### src/hdl/rmq_pkg.sv
package rmq_pkg;

    localparam int FRACTION_BITS_DEF = 14;
    localparam int BEAT_W  = 16;
    localparam int TRACE_W = 18;
    localparam int PAIR_W  = 17;
    localparam int QUO_W   = 17;

    localparam logic [1:0] SEL_W = 2'd0;
    localparam logic [1:0] SEL_X = 2'd1;
    localparam logic [1:0] SEL_Y = 2'd2;
    localparam logic [1:0] SEL_Z = 2'd3;

    typedef struct packed {
        logic signed [BEAT_W-1:0] entry_0;
        logic signed [BEAT_W-1:0] entry_1;
        logic signed [BEAT_W-1:0] entry_2;
        logic signed [BEAT_W-1:0] entry_3;
        logic signed [BEAT_W-1:0] entry_4;
        logic signed [BEAT_W-1:0] entry_5;
        logic signed [BEAT_W-1:0] entry_6;
        logic signed [BEAT_W-1:0] entry_7;
        logic signed [BEAT_W-1:0] entry_8;
    } in_beat_t;

    typedef struct packed {
        logic signed [BEAT_W-1:0] quat_x;
        logic signed [BEAT_W-1:0] quat_y;
        logic signed [BEAT_W-1:0] quat_z;
        logic signed [BEAT_W-1:0] quat_w;
    } out_beat_t;

    // three off-diagonal lanes, in x,y,z,w order with the winner skipped
    typedef struct packed {
        logic [1:0]              sel;
        logic [2:0]              neg;
        logic [2:0][PAIR_W-1:0]  mag;
    } side_t;

    typedef struct packed {
        logic [1:0]        sel;
        logic [2:0]        neg;
        logic [BEAT_W-1:0] big;
    } dside_t;

    // width of s = best + 1.0
    function automatic int sum_w(input int f);
        return (f + 2 > 18) ? f + 2 : 18;
    endfunction

    // root bits for X = s << f
    function automatic int root_w(input int f);
        return (sum_w(f) + f + 1) / 2;
    endfunction

endpackage

### src/hdl/rmq_sqrt.sv
module rmq_sqrt import rmq_pkg::*; #(
    parameter int FRACTION_BITS = FRACTION_BITS_DEF
) (
    input  logic                                aclk,
    input  logic                                aresetn,
    input  logic                                en,
    input  logic                                in_valid,
    input  logic [2*root_w(FRACTION_BITS)-1:0]  in_x,
    input  side_t                               in_side,
    output logic                                out_valid,
    output logic [root_w(FRACTION_BITS)-1:0]    out_root,
    output side_t                               out_side
);

    localparam int RW = root_w(FRACTION_BITS);
    localparam int XW = 2 * RW;

    logic [RW:1]          v_reg;
    logic [RW+1:0]        rem_reg  [RW:1];
    logic [RW-1:0]        root_reg [RW:1];
    logic [XW-1:0]        x_reg    [RW:1];
    side_t                side_reg [RW:1];

    // one root bit per stage, restoring
    for (genvar k = 0; k < RW; k++) begin : g_stage
        logic          vin;
        logic [RW+1:0] rem_in;
        logic [RW-1:0] root_in;
        logic [XW-1:0] x_in;
        side_t         side_in;
        logic [RW+3:0] cat, trial;
        logic [RW+1:0] rem_next;
        logic [RW-1:0] root_next;

        if (k == 0) begin : g_first
            assign vin     = in_valid;
            assign rem_in  = '0;
            assign root_in = '0;
            assign x_in    = in_x;
            assign side_in = in_side;
        end else begin : g_rest
            assign vin     = v_reg[k];
            assign rem_in  = rem_reg[k];
            assign root_in = root_reg[k];
            assign x_in    = x_reg[k];
            assign side_in = side_reg[k];
        end

        always_comb begin
            cat   = {rem_in, x_in[XW-1-2*k -: 2]};
            trial = {2'b00, root_in, 2'b01};
            if (cat >= trial) begin
                rem_next  = (RW+2)'(cat - trial);
                root_next = {root_in[RW-2:0], 1'b1};
            end else begin
                rem_next  = cat[RW+1:0];
                root_next = {root_in[RW-2:0], 1'b0};
            end
        end

        always_ff @(posedge aclk) begin
            if (!aresetn) begin
                v_reg[k+1] <= 1'b0;
            end else if (en) begin
                v_reg[k+1] <= vin;
            end
        end

        always_ff @(posedge aclk) begin
            if (en) begin
                rem_reg[k+1]  <= rem_next;
                root_reg[k+1] <= root_next;
                x_reg[k+1]    <= x_in;
                side_reg[k+1] <= side_in;
            end
        end
    end

    assign out_valid = v_reg[RW];
    assign out_root  = root_reg[RW];
    assign out_side  = side_reg[RW];

endmodule

### config.mk
export PLATFORM = sky130hd
export DESIGN_NAME = rmq_sqrt
export DESIGN_NICKNAME = d
export VERILOG_FILES = /design/src/hdl/rmq_pkg.sv /design/src/hdl/rmq_sqrt.sv
export SDC_FILE = /design/constraint.sdc
export NUM_CORES = 1
export LEC_CHECK = 0
export ABC_AREA = 1
export BUFFER_PORTS_ARGS = -buffer_cell sky130_fd_sc_hd__buf_4
export CAP_MARGIN = 15
export CORE_MARGIN = 10
export CORE_UTILIZATION = 50
export DETAILED_ROUTE_END_ITERATION = 12
export GPL_TIMING_DRIVEN = 0
export PLACE_DENSITY_LB_ADDON = 0.08
export SYNTH_ARGS = -nofsm -noshare
export SYNTH_HDL_FRONTEND = slang
export SYNTH_SLANG_ARGS = --single-unit
### constraint.sdc
create_clock -name aclk -period 2.1 [get_ports aclk]
set_input_delay 0.42 -clock aclk [delete_from_list [all_inputs] [get_ports aclk]]
set_output_delay 0.42 -clock aclk [all_outputs]
set_load 0.03 [all_outputs]
# After elaboration in Yosys (flattened, before gate mapping)
# Memory sizes are Yosys's and may differ from the RTL's.
# Index checks and enable logic that the tools add are counted.
# totals
input_bits	92
register_bits	16
word_cells	86
out_inout_bits	73
n_memories	4
ramBits	1952
# op_classes
mux	34
n_lt_le_gt_ge	16
n_addsub	16
# memory_table
memory	words	width	rd	rd_ports_with_merged_regs	wr	line_no	rtl
side_reg	16	56	16	0	16	rmq_sqrt.sv:22	side_t side_reg [RW:1];
x_reg	16	32	15	0	16	rmq_sqrt.sv:21	logic [XW-1:0] x_reg [RW:1];
rem_reg	16	18	15	0	16	rmq_sqrt.sv:19	logic [RW+1:0] rem_reg [RW:1];
root_reg	16	16	16	0	16	rmq_sqrt.sv:20	logic [RW-1:0] root_reg [RW:1];
# ops
operator	n
$ge A20 B18 Y1	15
$mux W18	16
$sub A18 B18 Y18	15
$mux W1	18
$sub A2 B1 Y3 const B	1
$ge A2 B1 Y1 const B	1

# Depth between registers and ports, before layout
# An unclocked memory read counts as a cell.
# logic_depth
word_depth	3
depth_mapped	14
mapped_depth_nobuf	13

# Worst setup path after synthesis
# OpenSTA, ideal clock, no wires.
# synth_path
path_kind	register to register
start	register, netlist name rem_reg[0][18]
end	register, netlist name rem_reg[0][36]
t_arrival_ns	1.659
synth_period_minus_slack_ns	1.929
n_path_buf	1
setup_ns	0.270
path_slack_ns	0.171
path_stages_with_launch	9
t_required_ns	1.830
path_cell_list	edfxtp_1 -> ha_1 -> inv_1 -> o21ai_0 -> inv_1 -> ha_1 -> and2_1 -> clkbuf_1 -> xor2_1

==> summary.md <==
| Metric | Value |
|---|---|
| Status | complete, no violations |
| Fillers | 9053 |
| Ys flop type | edfxtp_1 |
| Port Buffers | 164 |
| Clock Latency Late Sink | 0.78 ns |
| Final Hold Fails | 0 |
| Average size of a mapped cell | 14.0 µm² |
| Worst-path fanout max | 7 |
| CTS sink cnt | 1538 |
| Post-synthesis adder-cell area fraction | 0.0321 |
| Seq/Total Area, Yosys | 0.772 |
| Vias per inst | 4.90 |
| DP Wirelength | 67.4 mm |
| Reg2reg start | rem_reg[0][184]$_DFFE_PP_ |
| Die width | 365 µm |
| Wire length per cell | 16.3 µm |
| FMAX | 478 MHz |
| Pins Over Slew Limit | 0 |
| Lkg Pwr | 27.8 nW |
| Fin util | 0.616 |
| FFs w/ async S/R, synth | 0 |
| CP startpoint kind | register |
| Iter 0 DRT Violations | 1939 |
| Total power | 71.9 mW |
| Hold slack | 0.125 ns |
| Yosys reg bits | 1538 |
| Crit share post-route | 0.996 |
| Final antenna-violating net count | 0 |
| Setup WS pre-CTS | -1.55 ns |
| Yosys top cell area share | 0.767 |
| Worst IR drop on VDD | 0.820 mV |
| Unique masters post-synth | 45 |
| Detailed-route via count | 31900 |
| Initial DRT Pass Iterations | 5 |
| RSZ-0062 raised after global routing | true |
| Tightest Pin Transition | 0.953 ns |
| Gr ovfl total | 0 |
| Synth-to-layout area growth | 22.2% |
| Max reg flops | 896 |
| Slowest CP cell | edfxtp_1 |
| Largest family of logic cells by synthesized area | simple AND/OR/NAND/NOR gates |
| CTS max path bufs | 3 |
| Reg clk slew, reported paths | 0.06 ns |
| Worst Clk Skew | 0.0263 ns |
| Chip height | 365 µm |
| Synth Cell Area | 0.0596 mm² |
| Kind of critical path | reg2reg |
| Final setup fails | 0 |
| Ratio of cells with drive above 1 in the final layout | 0.210 |
| Synth Area in Compound Gates | 0.0332 |
| Post-Route WL | 106 mm |
| Cell Chain, Critical Path | ha_4 -> nand2_4 -> nor2_4 -> nand4_1 -> nor2_2 -> nor2_4 -> nand2_4 -> inv_8 -> clkbuf_16 -> nand2_2 -> nand2_1 |
| Synth Area in Simple Gates | 0.114 |
| Top-count cell post-synth | edfxtp_1 |
| Gr usage total | 0.157 |
| Routability cong. | 0.810 |
| Initial core utilization | 0.504 |
| Synthesized instance count | 4248 |
| PD cells | 988 mW/mm² |
| Hold Path Class | in2reg |
| Multi-input gate area | 0.0137 mm² |
| Post-route minimum period | 2.09 ns |
| Worst setup EP type | register |
| Residual DRC | 0 |
| Core area | 0.118 mm² |
| Reg2reg setup slack | 0.009 ns |
| Worst Path Buf+Inv | 2 |
| FF+latch area | 0.0460 mm² |
| CP required | 2.63 ns |
| Post-synth EDFFs | 1522 |
| Critical R2R Capture | rem_reg[0][202]$_DFFE_PP_ |
| Critical Path Max Stage Delay | 0.45 ns |
| First-pass GRT wire length | 166 mm |
| Commonest cells post-synth | 1522 x edfxtp_1, 911 x nand2_1, 453 x inv_1, 317 x nor2_1, 184 x nand3_1 |
| H-tree depth | 4 |
| Post-synthesis xor/xnor area fraction | 0.0140 |
| CTS buffer count | 154 |
| Full die area | 0.133 mm² |
| Max Cap Viol | 0 |
| Synth area leader | edfxtp_1 |
| Worst hold stages | 1 |
| Ranking of synthesized cells by area | edfxtp_1 77%, nand2_1 5.7%, ha_1 3.2% |
| Num ports | 165 |
| Arr. time, crit path | 2.62 ns |
| Synthesized net count | 4493 |
| TritonCTS clock tree | done |
| Max-slew headroom | 0.365 |
| WHS Endpoint | side_reg[0][157]$_DFFE_PP_ |
| Number of global-route vias before repair | 31100 |
| Nets@finish | 5107 |
| Hold path start | en |
| Worst r2r path cells | 11 |
| Placed Area | 0.0630 mm² |
| Final instance area | 0.0728 mm² |
| Placement Rows | 126 |
| Initial antenna violation count | 1 |
| Ys Warns | 0 |
| Largest net degree at the start of global routing | 175 |
| Crit path max-delay family | simple AND/OR/NAND/NOR gates |
| Root Driver | clkbuf_16 |
| Antenna Cells | 0 |
| Fraction of synthesized area in multiplexers | 0 |
| Setup slack after layout | 0.00855 ns |
report_power, final:
| part | switching (mW) | total, mW | internal, mW |
|---|---|---|---|
| logic | 4.72 | 8.02 | 3.31 |
| registers | 1.12 | 37.6 | 36.5 |
| clock network | 11.2 | 26.3 | 15.1 |
| total | 17.1 | 71.9 | 54.9 |
per-layer routing:
layer  up-vias  wire length, µm  track usage
li1      16100                -            -
met1     15100            49100        0.217
met3       193             4200       0.0299
met4         0             3000       0.0535
met2       511            49900        0.251
met5         -                0            0
layout by cell type (no fill, tap or decap), drive strengths merged, types with 38 or more instances in the layout:
cell type / n
a21oi: 170
buf: 385
clkbuf: 200
clkinv: 72
dlygate4sd3: 91
edfxtp: 1522
ha: 153
inv: 488
nand2: 930
nand3: 192
nand4: 53
nor2: 331
nor3: 38
o21ai: 166
xnor2: 50
xor2: 45
layout make-up:
| cell class | count | area share |
|---|---|---|
| plain buffers | 30 | 0.00467 |
| clock buffers | 192 | 0.0562 |
| clock inverters | 88 | 0.0118 |
| inverters | 481 | 0.0252 |
| multi-input cells | 2199 | 0.187 |
| flip-flops and latches | 1538 | 0.632 |
| well taps | 1536 | 0.0264 |
| repair buffers | 458 | 0.0564 |
worst register-to-register path: stages, from the launching register on:
cell and delay (ns):
edfxtp_1 0.45, ha_4 0.32, nand2_4 0.07, nor2_4 0.12, nand4_1 0.13, nor2_2 0.18
nor2_4 0.05, nand2_4 0.17, inv_8 0.07, clkbuf_16 0.18, nand2_2 0.06, nand2_1 0.05
repair_timing:
action / 4_1_cts / 5_1_grt
hold buffers: 91 / 0
hold endpoints to repair: 96 / 0
cloned: 11 / 6
pin swaps: 38 / 99
setup buffers: 69 / 109
setup endpoints to repair: 538 / 482
gates resized for setup: 191 / 267
worst max path at each step:
stage | endpoint | start | slack, ns | cells after the start
2_1_floorplan | rem_reg[0][36]$_DFFE_PP_ | rem_reg[0][18]$_DFFE_PP_ | 0.17 | 8
3_3_place_gp | g_stage[9].vin$_SDFFE_PN0P_ | en | -14.66 | 5
3_5_place_dp | side_reg[0][632]$_DFFE_PP_ | en | -1.55 | 4
4_1_cts | rem_reg[0][265]$_DFFE_PP_ | rem_reg[0][239]$_DFFE_PP_ | 0.0005 | 11
5_1_grt | rem_reg[0][202]$_DFFE_PP_ | rem_reg[0][184]$_DFFE_PP_ | -0.08 | 11
6_report | rem_reg[0][202]$_DFFE_PP_ | rem_reg[0][184]$_DFFE_PP_ | 0.009 | 11
kinds of logic after synthesis:
logic type                 after synthesis
DFF                                   1538
adders and majority gates              153
other                                    1
buffers and inverters                  511
and+or+nand+nor                       1594
xor gates and xnor gates                95
AOI/OAI and AO/OA                      356
through the flow:
stage,TNS [ns],cells
2_1_floorplan,0,4248
3_5_place_dp,-923.26,5956
4_1_cts,0,6407
5_1_grt,-0.932,6522
6_report,0,6522
3_3_place_gp,-,5948
(Power assumes the default switching activity.)
