[src/hdl/rmq_pkg.sv]
package rmq_pkg;

    localparam int FRACTION_BITS_DEF = 14;
    localparam int BEAT_W  = 16;
    localparam int TRACE_W = 18;
    localparam int PAIR_W  = 17;
    localparam int QUO_W   = 17;

    localparam logic [1:0] SEL_W = 2'd0;
    localparam logic [1:0] SEL_X = 2'd1;
    localparam logic [1:0] SEL_Y = 2'd2;
    localparam logic [1:0] SEL_Z = 2'd3;

    typedef struct packed {
        logic signed [BEAT_W-1:0] entry_0;
        logic signed [BEAT_W-1:0] entry_1;
        logic signed [BEAT_W-1:0] entry_2;
        logic signed [BEAT_W-1:0] entry_3;
        logic signed [BEAT_W-1:0] entry_4;
        logic signed [BEAT_W-1:0] entry_5;
        logic signed [BEAT_W-1:0] entry_6;
        logic signed [BEAT_W-1:0] entry_7;
        logic signed [BEAT_W-1:0] entry_8;
    } in_beat_t;

    typedef struct packed {
        logic signed [BEAT_W-1:0] quat_x;
        logic signed [BEAT_W-1:0] quat_y;
        logic signed [BEAT_W-1:0] quat_z;
        logic signed [BEAT_W-1:0] quat_w;
    } out_beat_t;

    // three off-diagonal lanes, in x,y,z,w order with the winner skipped
    typedef struct packed {
        logic [1:0]              sel;
        logic [2:0]              neg;
        logic [2:0][PAIR_W-1:0]  mag;
    } side_t;

    typedef struct packed {
        logic [1:0]        sel;
        logic [2:0]        neg;
        logic [BEAT_W-1:0] big;
    } dside_t;

    // width of s = best + 1.0
    function automatic int sum_w(input int f);
        return (f + 2 > 18) ? f + 2 : 18;
    endfunction

    // root bits for X = s << f
    function automatic int root_w(input int f);
        return (sum_w(f) + f + 1) / 2;
    endfunction

endpackage

[src/hdl/rmq_div.sv]
module rmq_div import rmq_pkg::*; #(
    parameter int FRACTION_BITS = FRACTION_BITS_DEF
) (
    input  logic                              aclk,
    input  logic                              aresetn,
    input  logic                              en,
    input  logic                              in_valid,
    input  logic [root_w(FRACTION_BITS)-1:0]  in_root,
    input  side_t                             in_side,
    output logic                              out_valid,
    output logic [2:0][QUO_W-1:0]             out_quo,
    output dside_t                            out_side
);

    localparam int RW = root_w(FRACTION_BITS);
    localparam int DW = RW + 2;
    localparam int NW = FRACTION_BITS + PAIR_W + 1;
    localparam int CW = (NW > DW + QUO_W) ? NW : DW + QUO_W;

    // big = root rounded, den = 4*big, num = mag*2^F + 2*big
    logic [RW:0]            rp1;
    logic [RW-1:0]          big;
    logic [31:0]            big32;
    dside_t                 ds_next;
    logic [2:0][NW-1:0]     num_next;

    always_comb begin
        rp1   = {1'b0, in_root} + (RW+1)'(1);
        big   = rp1[RW:1];
        big32 = 32'(big);
        ds_next.sel = in_side.sel;
        ds_next.neg = in_side.neg;
        ds_next.big = (big32 > 32'd32767) ? BEAT_W'(32767) : big32[BEAT_W-1:0];
        for (int i = 0; i < 3; i++) begin
            num_next[i] = (NW'(in_side.mag[i]) << FRACTION_BITS) + (NW'(big) << 1);
        end
    end

    logic [QUO_W:0]           v_reg;
    logic [2:0][NW-1:0]       rem_reg  [QUO_W:0];
    logic [2:0][QUO_W-1:0]    quo_reg  [QUO_W:0];
    logic [DW-1:0]            den_reg  [QUO_W:0];
    dside_t                   ds_reg   [QUO_W:0];

    always_ff @(posedge aclk) begin
        if (!aresetn) begin
            v_reg[0] <= 1'b0;
        end else if (en) begin
            v_reg[0] <= in_valid;
        end
    end

    always_ff @(posedge aclk) begin
        if (en) begin
            rem_reg[0] <= num_next;
            quo_reg[0] <= '0;
            den_reg[0] <= {big, 2'b00};
            ds_reg[0]  <= ds_next;
        end
    end

    // one quotient bit per stage for each of the three lanes
    for (genvar j = 0; j < QUO_W; j++) begin : g_stage
        localparam int SH = QUO_W - 1 - j;
        logic [CW-1:0]          dsh;
        logic [2:0][NW-1:0]     rem_next;
        logic [2:0][QUO_W-1:0]  quo_next;

        always_comb begin
            dsh = CW'(den_reg[j]) << SH;
            for (int i = 0; i < 3; i++) begin
                if (CW'(rem_reg[j][i]) >= dsh) begin
                    rem_next[i] = NW'(CW'(rem_reg[j][i]) - dsh);
                    quo_next[i] = {quo_reg[j][i][QUO_W-2:0], 1'b1};
                end else begin
                    rem_next[i] = rem_reg[j][i];
                    quo_next[i] = {quo_reg[j][i][QUO_W-2:0], 1'b0};
                end
            end
        end

        always_ff @(posedge aclk) begin
            if (!aresetn) begin
                v_reg[j+1] <= 1'b0;
            end else if (en) begin
                v_reg[j+1] <= v_reg[j];
            end
        end

        always_ff @(posedge aclk) begin
            if (en) begin
                rem_reg[j+1] <= rem_next;
                quo_reg[j+1] <= quo_next;
                den_reg[j+1] <= den_reg[j];
                ds_reg[j+1]  <= ds_reg[j];
            end
        end
    end

    assign out_valid = v_reg[QUO_W];
    assign out_quo   = quo_reg[QUO_W];
    assign out_side  = ds_reg[QUO_W];

endmodule

[config.mk]
export PLATFORM = sky130hd
export DESIGN_NAME = rmq_div
export DESIGN_NICKNAME = d
export VERILOG_FILES = /design/src/hdl/rmq_pkg.sv /design/src/hdl/rmq_div.sv
export SDC_FILE = /design/constraint.sdc
export NUM_CORES = 2
export LEC_CHECK = 0
export BUFFER_PORTS_ARGS = -buffer_cell sky130_fd_sc_hd__buf_4
export CORE_MARGIN = 5
export CORE_UTILIZATION = 45
export DETAILED_ROUTE_END_ITERATION = 10
export PLACE_DENSITY_LB_ADDON = 0.25
export SLEW_MARGIN = 5
export SYNTH_ARGS = -nofsm -noshare
export SYNTH_HDL_FRONTEND = slang
export SYNTH_SLANG_ARGS = --single-unit
[constraint.sdc]
create_clock -name aclk -period 6.3 [get_ports aclk]
set_input_delay 1.26 -clock aclk [delete_from_list [all_inputs] [get_ports aclk]]
set_output_delay 1.26 -clock aclk [all_outputs]
set_load 0.03 [all_outputs]
# == Yosys cells after proc, flatten, opt, wreduce, memory -nomap -nowiden ==
# Memory sizes are Yosys's and may differ from the RTL's.
# Cells that the tools add are included.
# classes
add_sub_neg,55
n_mux,105
magnitude_cmp,52
# ops
operator,n
$mux 32,51
$sub 32x32->32,9
$ge 32x34->1,3
$ge 32x33->1,3
$add 31x17->32,3
$ge 32x18->1,3
$ge 32x19->1,3
$ge 32x20->1,3
$ge 32x21->1,3
$ge 32x22->1,3
$ge 32x23->1,3
$ge 32x24->1,3
$ge 32x25->1,3
$ge 32x26->1,3
$ge 32x27->1,3
$ge 32x28->1,3
$ge 32x29->1,3
$ge 32x30->1,3
$ge 32x31->1,3
$ge 32x32->1,3
$sub 32x18->32,3
$sub 32x19->32,3
$sub 32x20->32,3
$sub 32x21->32,3
14 further kinds,86
# word_totals
out_inout_bits,73
inputBits,76
word_cells,234
memories,4
register_bits,18
ram_bits,3348
# memory_table
memory,depth,width,read_ports,rd_ports_with_merged_regs,wr,line,rtl
rem_reg,18,96,17,0,18,rmq_div.sv:40,logic [2:0][NW-1:0] rem_reg [QUO_W:0];
quo_reg,18,51,18,0,18,rmq_div.sv:41,logic [2:0][QUO_W-1:0] quo_reg [QUO_W:0];
ds_reg,18,21,18,0,18,rmq_div.sv:43,dside_t ds_reg [QUO_W:0];
den_reg,18,18,17,0,18,rmq_div.sv:42,logic [DW-1:0] den_reg [QUO_W:0];

# == Logic depth before layout (Yosys ltp) ==
# depth
word_depth,3
depth_mapped,15
depth_no_buf,14

# == Worst setup path after synthesis ==
# No wires, ideal clock.
# synth_path
kind,in2reg
start,input port in_root[0]
end,memory rem_reg[0][30] in the netlist's numbering (data pin)
required_time_ns,6.042
path_stages,13
setup_ns,0.258
arrival_time_ns,3.568
setup_slack_ns,2.474
n_path_buf,0
cell_sequence,ha_1 nand3_1 nor2_1 and3_1 xor2_1 ha_1 inv_1 fa_1 inv_1 a21oi_1 nor3_1 nand4_1 xnor2_1
# synth_rtl
item,line,rtl
start: declaration,rmq_div.sv:8,"input logic [root_w(FRACTION_BITS)-1:0] in_root,"
end: declaration,rmq_div.sv:40,

==> flow_summary.yaml <==
drt:
  drt-vias-per-instance: 5.57
  dr.pass1.iters: 6
  final_antenna_net_count: 0
  initialDrtViolationCount: 5795
  wirelength_microns: 302000
  detailroute.via_count: 78000
  mean_routed_wirelength_per_cell_microns: 21.5
  route.detailed.drc: 0
synth:
  synthCells: 9961
  yosys_warnings: 0
  synth_edf_count: 2225
  synth.cell_area_sq_um: 119000
  syn_nets: 10900
  synth_largest_type_area_fraction_pct: 56.1
  synth_area_leader_cell: "sky130_fd_sc_hd__edfxtp_1"
  synthesis.area_per_instance_sq_um: 12.0
  synth_cell_type_count: 100
  synth-seq-cells: 2243
  seq_area_frac_synth_pct: 56.4
  synthTopCellsByArea: "sky130_fd_sc_hd__edfxtp_1 56%, sky130_fd_sc_hd__ha_1 8.3%, sky130_fd_sc_hd__xnor2_1 3.7%"
  ys_dominant_reg_cell: "sky130_fd_sc_hd__edfxtp_1"
  async_flop_share_pct: 0
placement:
  dpl-instance-area_sq_um: 125000
  port-buffer-count: 148
  place_congestion: 0.923
  dpl.hpwl_microns: 232000
  place_ws_ns: 1.52
  placed_cells_incl_taps: 13600
clock_tree:
  cts_max_level: 4
  cts-buffers-inserted: 242
  tritoncts_num_sinks: 2243
  root_buffer: "sky130_fd_sc_hd__clkbuf_16"
  clock_path_buffers: 4
  post_cts.resized_instances: 0
  tritoncts: "built"
  post_cts.repair.setup_buffers: 0
  insertion_delay_ns: 0.95
  clk_pin_slew_ns: 0.06
  post_cts_hold_buffer_count: 0
timing:
  postLayoutSetupSlackWorst_ns: 1.87
  worst_hold_slack_ns: 0.359
  setup_viol: 0
  relative_slew_margins_pct: 22.9
  timing.clock.skew_ns: 0.104
  report.final.hold_viol_count: 0
  fmax_mhz: 226
  tns_ns: 0
  finalMaxSlewViolations: 0
  period_needed_ns: 4.43
  rsz0062_at_grt: "false"
  period_utilization_pct: 70.3
  timing_worst_slew_pin_value_ns: 1.16
grt:
  grt_max_degree: 183
  global_route.usage.total_pct: 21.2
  antenna_found_initial: 8
  grt_pass1_vias: 77200
  grt_first_pass_wirelength_microns: 457000
  grt_remaining_overflow: 0
power_and_ir_drop:
  finalPower_mw: 57.4
  share_of_power_burned_in_the_clock_network_pct: 24.8
  power.share.switching_pct: 34.3
  vdd.ir_drop.worst_uv: 267
  power.share.combinational_pct: 34.4
  seq_power_share_pct: 40.8
  total_switching_power_mw: 19.7
  power_report.internal_total_mw: 37.7
  power_per_cell_area_nw_per_um2: 432
  leakagePower_nw: 49.9
floorplan:
  num_io_pins: 149
  floorplan.core_area_sq_um: 264000
  fp.dieH_microns: 525
  floorplan.initialDensity_pct: 45.1
  chipWidth_microns: 525
  fp-row-count: 189
  dieArea_sq_um: 275000
setup_path:
  worstPathArrival_ns: 5.02
  crit_required_ns: 6.89
  critPathTopFamily: "compound AO/OA/AOI/OAI gates"
  endpoint_kind: "flop"
  start_kind: "flop"
  critical-path-slowest-cell: "sky130_fd_sc_hd__and2_1"
  path_type_of_the_worst_setup_path: "reg -> reg"
  crit_path_cell_trace: "inv_1 -> ha_1 -> inv_1 -> fa_1 -> a21o_1 -> a21oi_1 -> o21ai_0 -> nand2_1 -> o21ai_0 -> a31oi_1 -> and2_1 -> mux2_2"
  crit_buf_inv: 2
  worstPathMaxFanout: 29
  critical-path-max-stage-delay_ns: 0.86
cells_and_area:
  design_area_sq_um: 133000
  finalNetCount: 11200
  post_layout_nonfiller_instances: 14000
  post-route-util_pct: 50.3
  flow.area_growth_from_synthesis_pct: 11.5
  drive_above_1_share_pct: 8.64
  largest_register_ffs: 1221
job:
  max_cap_violations: 0
worst_hold_path:
  hp-class: "reg -> reg"
outcome:
  run_status: "complete, no violations"
## final cells by class
type	instances	area (sq um)
diodes	3	7.51
clock buffers	286	6240
clock inverters	163	1770
fillers	23000	131000
inverters	512	1920
multi-input cells	7034	49500
flip-flops and latches	2243	67200
well taps	3533	4420
repair buffers	228	1890
## Yosys cell counts (all sizes together), types with 59 or more instances
cell,count
inv,512
xnor2,508
edfxtp,2225
o21bai,73
ha,792
a21o,275
or3,85
nor4,116
nand4,146
nor2,703
clkbuf,131
and3,72
xor2,374
nor3,242
o21ai,639
o21a,110
o31ai,59
nand2b,171
nand3,181
nor2b,143
nand2,672
mux2,217
a21oi,736
## cells by family (layout without fill, tap and decap cells)
group	count (synthesis)	after routing	synth area share (%)
adders and majority gates	843	843	9.17
other	1	4	0.00315
DFF	2243	2243	56.4
muxes	262	262	2.45
xor gates and xnor gates	882	882	6.48
and+or+nand+nor	2744	2744	11.3
AOI/OAI and AO/OA	2302	2302	12.0
buffers and inverters	684	1189	2.20
## power by group through the flow
stage                     clock [mW]  combinational [mW]  sequential (mW)
after floorplan                    0                14.8             22.4
after global placement             0                19.3             23.7
after detailed placement           0                19.6             23.7
after CTS                       14.7                19.7             23.4
after global routing            15.3                22.0             23.7
final                           14.2                19.7             23.4
## routing by layer
layer / vias up / wire (microns) / track usage (%)
li1: 38000 / - / -
met1: 37400 / 127000 / 26.9
met2: 1979 / 145000 / 36.2
met3: 601 / 12800 / 2.45
met4: 2 / 17000 / 10.5
met5: - / 9 / 0
## cell usage in the layout (no fill, tap or decap), types with 113 or more instances in the layout
cell	n
sky130_fd_sc_hd__a21o_1	275
sky130_fd_sc_hd__a21oi_1	732
sky130_fd_sc_hd__buf_4	214
sky130_fd_sc_hd__clkbuf_16	243
sky130_fd_sc_hd__edfxtp_1	2225
sky130_fd_sc_hd__ha_1	792
sky130_fd_sc_hd__inv_1	510
sky130_fd_sc_hd__mux2_2	211
sky130_fd_sc_hd__nand2_1	672
sky130_fd_sc_hd__nand2b_1	171
sky130_fd_sc_hd__nand3_1	181
sky130_fd_sc_hd__nand4_1	146
sky130_fd_sc_hd__nor2_1	700
sky130_fd_sc_hd__nor2b_1	143
sky130_fd_sc_hd__nor3_1	241
sky130_fd_sc_hd__nor4_1	113
sky130_fd_sc_hd__o21ai_0	629
sky130_fd_sc_hd__xnor2_1	508
sky130_fd_sc_hd__xor2_1	374
## path summary, 6_finish.rpt
check | startpoint | endpoint | slack, ns | cells past startpoint
worst max-delay path | rem_reg[10][72] | rem_reg[11][73] | 1.87 | 12
worst min-delay path | quo_reg[15][41] | quo_reg[16][42] | 0.36 | 0
worst max register to register | rem_reg[10][72] | rem_reg[11][73] | 1.87 | 12
worst min register to register | quo_reg[15][41] | quo_reg[16][42] | 0.36 | 0
(Power assumes the default switching activity.)
