**src/hdl/rmq_pkg.sv**
```systemverilog
package rmq_pkg;

    localparam int FRACTION_BITS_DEF = 14;
    localparam int BEAT_W  = 16;
    localparam int TRACE_W = 18;
    localparam int PAIR_W  = 17;
    localparam int QUO_W   = 17;

    localparam logic [1:0] SEL_W = 2'd0;
    localparam logic [1:0] SEL_X = 2'd1;
    localparam logic [1:0] SEL_Y = 2'd2;
    localparam logic [1:0] SEL_Z = 2'd3;

    typedef struct packed {
        logic signed [BEAT_W-1:0] entry_0;
        logic signed [BEAT_W-1:0] entry_1;
        logic signed [BEAT_W-1:0] entry_2;
        logic signed [BEAT_W-1:0] entry_3;
        logic signed [BEAT_W-1:0] entry_4;
        logic signed [BEAT_W-1:0] entry_5;
        logic signed [BEAT_W-1:0] entry_6;
        logic signed [BEAT_W-1:0] entry_7;
        logic signed [BEAT_W-1:0] entry_8;
    } in_beat_t;

    typedef struct packed {
        logic signed [BEAT_W-1:0] quat_x;
        logic signed [BEAT_W-1:0] quat_y;
        logic signed [BEAT_W-1:0] quat_z;
        logic signed [BEAT_W-1:0] quat_w;
    } out_beat_t;

    // three off-diagonal lanes, in x,y,z,w order with the winner skipped
    typedef struct packed {
        logic [1:0]              sel;
        logic [2:0]              neg;
        logic [2:0][PAIR_W-1:0]  mag;
    } side_t;

    typedef struct packed {
        logic [1:0]        sel;
        logic [2:0]        neg;
        logic [BEAT_W-1:0] big;
    } dside_t;

    // width of s = best + 1.0
    function automatic int sum_w(input int f);
        return (f + 2 > 18) ? f + 2 : 18;
    endfunction

    // root bits for X = s << f
    function automatic int root_w(input int f);
        return (sum_w(f) + f + 1) / 2;
    endfunction

endpackage

```
**src/hdl/rmq_front.sv**
```systemverilog
module rmq_front import rmq_pkg::*; #(
    parameter int FRACTION_BITS = FRACTION_BITS_DEF
) (
    input  logic                                    aclk,
    input  logic                                    aresetn,
    input  logic                                    en,
    input  logic                                    in_valid,
    input  in_beat_t                                in_data,
    output logic                                    out_valid,
    output logic [2*root_w(FRACTION_BITS)-1:0]      out_x,
    output side_t                                   out_side
);

    localparam int SW = sum_w(FRACTION_BITS);
    localparam int RW = root_w(FRACTION_BITS);
    localparam int XW = 2 * RW;

    logic signed [TRACE_W-1:0] t_next [4];
    logic signed [TRACE_W-1:0] t_reg  [4];
    logic signed [PAIR_W-1:0]  p_next [6];
    logic signed [PAIR_W-1:0]  p_reg  [6];
    logic                      v1_reg;

    logic signed [TRACE_W-1:0] e0, e4, e8;
    logic signed [PAIR_W-1:0]  d1, d2, d3, d5, d6, d7;

    always_comb begin
        e0 = TRACE_W'(in_data.entry_0);
        e4 = TRACE_W'(in_data.entry_4);
        e8 = TRACE_W'(in_data.entry_8);
        d1 = PAIR_W'(in_data.entry_1);
        d2 = PAIR_W'(in_data.entry_2);
        d3 = PAIR_W'(in_data.entry_3);
        d5 = PAIR_W'(in_data.entry_5);
        d6 = PAIR_W'(in_data.entry_6);
        d7 = PAIR_W'(in_data.entry_7);
        t_next[0] = e0 + e4 + e8;
        t_next[1] = e0 - e4 - e8;
        t_next[2] = e4 - e0 - e8;
        t_next[3] = e8 - e0 - e4;
        p_next[0] = d5 - d7;
        p_next[1] = d6 - d2;
        p_next[2] = d1 - d3;
        p_next[3] = d1 + d3;
        p_next[4] = d6 + d2;
        p_next[5] = d5 + d7;
    end

    always_ff @(posedge aclk) begin
        if (!aresetn) begin
            v1_reg <= 1'b0;
        end else if (en) begin
            v1_reg <= in_valid;
        end
    end

    always_ff @(posedge aclk) begin
        if (en) begin
            t_reg <= t_next;
            p_reg <= p_next;
        end
    end

    // stage 2: pick the winner, route the pairs, form X
    logic signed [TRACE_W-1:0] best;
    logic [1:0]                sel;
    logic signed [PAIR_W-1:0]  lane [3];
    logic [SW-1:0]             s_sum;
    logic [XW-1:0]             x_next;
    side_t                     side_next;

    always_comb begin
        best = t_reg[0];
        sel  = SEL_W;
        if (t_reg[1] > best) begin
            best = t_reg[1];
            sel  = SEL_X;
        end
        if (t_reg[2] > best) begin
            best = t_reg[2];
            sel  = SEL_Y;
        end
        if (t_reg[3] > best) begin
            best = t_reg[3];
            sel  = SEL_Z;
        end
        unique case (sel)
            SEL_W: begin
                lane[0] = p_reg[0]; lane[1] = p_reg[1]; lane[2] = p_reg[2];
            end
            SEL_X: begin
                lane[0] = p_reg[3]; lane[1] = p_reg[4]; lane[2] = p_reg[0];
            end
            SEL_Y: begin
                lane[0] = p_reg[3]; lane[1] = p_reg[5]; lane[2] = p_reg[1];
            end
            default: begin
                lane[0] = p_reg[4]; lane[1] = p_reg[5]; lane[2] = p_reg[2];
            end
        endcase
        side_next.sel = sel;
        for (int i = 0; i < 3; i++) begin
            side_next.neg[i] = lane[i][PAIR_W-1];
            side_next.mag[i] = lane[i][PAIR_W-1] ? PAIR_W'(-lane[i]) : PAIR_W'(lane[i]);
        end
        // best is never negative: the four traces sum to zero
        s_sum  = SW'(best[TRACE_W-2:0]) + (SW'(1) << FRACTION_BITS);
        x_next = XW'(s_sum) << FRACTION_BITS;
    end

    always_ff @(posedge aclk) begin
        if (!aresetn) begin
            out_valid <= 1'b0;
        end else if (en) begin
            out_valid <= v1_reg;
        end
    end

    always_ff @(posedge aclk) begin
        if (en) begin
            out_x    <= x_next;
            out_side <= side_next;
        end
    end

endmodule

```
**config.mk**
```make
export PLATFORM = sky130hd
export DESIGN_NAME = rmq_front
export DESIGN_NICKNAME = d
export VERILOG_FILES = /design/src/hdl/rmq_pkg.sv /design/src/hdl/rmq_front.sv
export SDC_FILE = /design/constraint.sdc
export NUM_CORES = 1
export LEC_CHECK = 0
export ABC_CLOCK_PERIOD_IN_PS = 27800
export BUFFER_PORTS_ARGS = -buffer_cell sky130_fd_sc_hd__buf_4
export CAP_MARGIN = 20
export CORE_UTILIZATION = 45
export DETAILED_ROUTE_END_ITERATION = 7
export HOLD_SLACK_MARGIN = 0.06
export PLACE_DENSITY = 0.68
export SLEW_MARGIN = 20
export SYNTH_ARGS = -nofsm -noshare
export SYNTH_HDL_FRONTEND = slang
export SYNTH_SLANG_ARGS = --single-unit
export TNS_END_PERCENT = 20
```
**constraint.sdc**
```tcl
create_clock -name aclk -period 27.8 [get_ports aclk]
set_input_delay 5.56 -clock aclk [delete_from_list [all_inputs] [get_ports aclk]]
set_output_delay 5.56 -clock aclk [all_outputs]
set_load 0.01 [all_outputs]
```
# Yosys cells after proc, flatten, opt, wreduce, memory -nomap -nowiden
# Cells that the tools add are included.
# Widths: inputs -> output; s select.
[totals]
register_bits = 250
output_inout_bits = 89
elab_cells = 55
[classes]
n_addsub = 18
n_lt_le_gt_ge = 3
n_eq_ne = 2
mux = 10
reduce_logical = 1
[ops]
columns = ["cell", "count"]
rows = [
  ["$pmux 51 s3", 1],
  ["$sub 16x16->17", 6],
  ["$add 16x16->17", 4],
  ["$gt 18x18->1", 3],
  ["$sub 17x16->18", 3],
  ["$neg 17->17", 3],
  ["$mux 16", 3],
  ["$mux 18", 2],
  ["$add 17x15->18 const B", 1],
  ["$add 17x16->18", 1],
  ["$mux 17", 1],
  ["$mux 2", 2],
  ["$eq 2x1->1 const B", 1],
  ["$eq 2x2->1 const B", 1],
  ["$logic_not 2->1", 1],
  ["$mux 1", 1],
]

# Longest topological paths before layout
[depth]
ltp_word = 10
mapped_depth = 50
mapped_depth_nobuf = 38

# Worst setup path after synthesis
# OpenSTA, ideal clock, no wires.
[synth_timing]
path_type = "register -> register"
startpoint = "register t_reg[53] (netlist name)"
endpoint = "register out_side[15] (netlist name) (data pin)"
arrival_ns = 9.406
path_slack_ns = 18.131
stages_incl_launch_ff = 43
path_buffers = 10
period_less_slack_ns = 9.669
path_cell_list = "edfxtp_1 -> ha_1 -> nand4_1 -> nor4_1 -> o31ai_1 -> nand4_1 -> mux2i_1 -> clkbuf_1 -> buf_1 -> clkbuf_1 -> buf_1 -> nor2_1 -> a21oi_1 -> ha_1 -> a21o_1 -> a21o_1 -> a21oi_1 -> nor2_1 -> [7 not listed] -> clkbuf_1 -> nand2_1 -> o21ai_0 -> ha_1 -> nor2b_1 -> o21a_1 -> o21a_1 -> o21a_1 -> o21a_1 -> o21ai_0 -> a21oi_1 -> o21ai_1 -> clkbuf_1 -> buf_1 -> mux2i_4 -> nand4_4 -> o41ai_2 -> xnor2_1"
[synth_lines]
columns = ["item", "line_no", "source"]
rows = [
  ["start: declaration", "rmq_front.sv:19", "logic signed [TRACE_W-1:0] t_reg [4];"],
  ["start signal: assignment", "rmq_front.sv:59", "t_reg <= t_next;"],
  ["end signal: assignment", "rmq_front.sv:122", "out_side <= side_next;"],
  ["end: declaration", "rmq_front.sv:11", "output side_t out_side"],
]

==> flow_summary.toml <==
[power]
p_leak_uw = 0.01026
vdd_ir_drop_max_v = 0.0001704
p_clk_share_pct = 11.9
net-switching-power_uw = 1573
combPwrFrac_pct = 65.6
power_density_mw_per_mm2 = 139.7
p_total_uw = 3270
intPower_uw = 1697
swShare_pct = 48.11
p_seq_share_pct = 22.5

[timing]
rsz0062_at_grt = "false"
tightest_slew_ns = 0.9792
fin_crit_sh_pct = 37.44
finalHoldViolCount = 0
slew_violations = 0
setup_viol = 0
slew_headroom_pct = 34.72
tns_ns = 0
skew_ns = 0.02817
finalWorstPathRequiredPeriod_ns = 10.41
fmax_mhz = 96.07

[setup_path]
cpMaxStageDelayCell = "a2111oi_0"
required_ns = 28.13
start_kind = "flip-flop"
max_stage_delay_ns = 0.63
cp-end-kind = "flip-flop"
path_depth = 38
critPathTopFamily = "compound AO/OA/AOI/OAI gates"
worstSetupPathType = "flip-flop to flip-flop"
cp_max_fo = 65
crit_arrival_ns = 10.74
reg2reg_depth = 38
crit_buf_inv = 3

[yosys]
netlist_instances = 2095
ys.warnings.count = 0
synth-seq-cells = 247
ys_seq_area_share_pct = 36.57
syn_area_per_cell_sq_um = 9.655
synth.distinct_cells = 80
async_flop_share_pct = 0
ys.flop_type = "edfxtp_1"
synth_edf_count = 245
synthesis.area_sq_mm = 0.02023

[die]
die_y_um = 214.0
start_util_pct = 45.64
dieWidth_um = 214.0
dieArea_sq_mm = 0.04580
ioPinCount = 237
core-area_sq_mm = 0.04432
std_cell_rows = 77

[place]
dp_hpwl_mm = 40.91
routabilityCongestion = 0.8720
portBuffers = 222
placed_area_sq_mm = 0.02245

[global_routing]
grt_overflow = 0
antenna_found_initial = 0
grt_usage_pct = 22.50
first_global_vias = 15210
grt_pass1_wl_mm = 81.67
grt_max_degree = 100

[route]
detail-route-antenna-nets = 0
drtIter0Drc = 1091
wl_per_cell_um = 17.80
vias_per_cell = 5.343
vias = 15600
drt_wl_total_mm = 51.97
dr.pass1.iters = 5
post-route-drc-count = 0

[clock_network]
clk_pin_slew_ns = 0.06
cts_tree = "done"
cts_resized = 0
clock_path_buffers = 3
h-tree-depth = 1
cts_root_buf = "clkbuf_16"
postCtsSetupBuffers = 0
clock_sinks = 247
clk-insertion-delay-late_ns = 0.59
cts_made_buffers = 28
cts-hold-fix-buffers = 0

[layout]
area_delta_synth_final_pct = 15.75
num_antenna_cells = 0
final_cell_mix = "inv_1 (284), edfxtp_1 (245), buf_4 (230), ha_1 (224), nor2_1 (187)"
n_fill_cell = 4000
largest_reg_flops = 99
final_common_cell = "inv_1"
final_cell_area_sq_mm = 0.02341
drive_gt1_share_pct = 13.75
nets = 2749

[hold_path]
hp-class = "flip-flop to flip-flop"
worstHoldPathCells = 2

[run_status]
status = "completed"

[run]
max_cap_viol_count = 0
Yosys cell counts (5+ instances only):
library cell    n  area, sq um
a2111oi_0       5        43.79
a211oi_1       19        142.6
a21boi_0       48        360.4
a21o_1         15        112.6
a21oi_1       113        565.5
a221oi_1        6        52.55
a31oi_1        16        100.1
and3_1         23        143.9
buf_2          12        60.06
buf_4          14        105.1
clkbuf_1       29        108.9
edfxtp_1      245         7357
fa_1           71         1421
ha_1          224         2803
inv_1         284         1066
mux2_2          8        90.09
mux2i_1        32        320.3
nand2_1       181        679.4
nand2b_1        8        50.05
nand3_1        17        85.08
nand4_1        22        137.6
nand4b_1        9        78.83
nor2_1        187        701.9
nor2b_1        25        156.4
nor3_1         24        120.1
nor3b_1         5        37.54
nor3b_2         5        62.56
nor4_1         14        87.58
o211ai_1       15        112.6
o21a_1         14        105.1
o21ai_0       161        805.8
o21ai_1         8        40.04
o21bai_1       18        135.1
o22a_1          7        61.31
o22ai_1         8        50.05
o31ai_1        14        105.1
or3_1           9        56.30
or4_1           5        37.54
xnor2_1        73        639.4
xor2_1         39        341.6
power by group through the flow:
stage | Sequential, uW | Clock (uW) | Combinational [uW]
CTS | 736 | 399 | 2140
global route | 745 | 412 | 2350
finish | 736 | 389 | 2150
floorplan | 738 | 0 | 1510
detailed placement | 741 | 0 | 2130
global placement | 742 | 0 | 2090
logic make-up (layout without fill, tap and decap cells):
logic type	count (synthesis)	count (layout)	synth area share, %
adder cells (fa/ha/maj)	296	296	20.94
flip-flops	247	247	36.57
buffers and inverters	349	569	6.959
multiplexers	46	46	2.567
other	1	14	0.01854
AND/OR/NAND/NOR	553	553	13.00
AO/OA/AOI/OAI	491	491	15.10
XOR/XNOR	112	112	4.850
worst min-delay path, cell delays in order, from the launching register on:
cell and delay [ns]:
dfxtp_1 0.31, mux2i_1 0.12, nor2b_1 0.06
worst paths after layout:
| path | start | to | slack, ns |
|---|---|---|---|
| setup / recovery | t_reg[53] | out_side[14] | 17.39 |
| hold / removal | v1_reg | v1_reg | 0.53 |
| setup reg to reg | t_reg[53] | out_side[14] | 17.39 |
| hold reg to reg | v1_reg | v1_reg | 0.53 |
per-stage QoR:
stage          hold WS, ns  utilization (%)  worst slack (ns)  instances
5_1_grt             0.5822            52.83             16.45       2920
4_1_cts             0.5391            52.83             17.41       2920
3_3_place_gp        0.4938            50.65             17.59       2868
2_1_floorplan       0.4824                -             18.13       2108
3_5_place_dp        0.5271            50.65             17.47       2868
6_report            0.5329            52.83             17.39       2920
area by class of cell:
| cell class | count | area, sq um | share of cell area [%] |
|---|---|---|---|
| multi-input combinational | 1512 | 11490 | 49.09 |
| inverter | 286 | 1074 | 4.585 |
| sequential | 247 | 7397 | 31.59 |
| tap | 592 | 740.7 | 3.164 |
| clock inverter | 19 | 247.7 | 1.058 |
| clock buffer | 33 | 719.4 | 3.073 |
| timing repair buffer | 231 | 1742 | 7.439 |
layer usage:
layer  vias to the layer above  global-route usage [%]  wire length [um]
met1                      7420                   32.70             25080
met2                       442                   35.82             23120
li1                       7677                       -                 -
met4                         0                   4.916               918
met5                         -                       0                 0
met3                        64                   2.794              2855
Note: power is estimated with default switching activity, not from simulation.
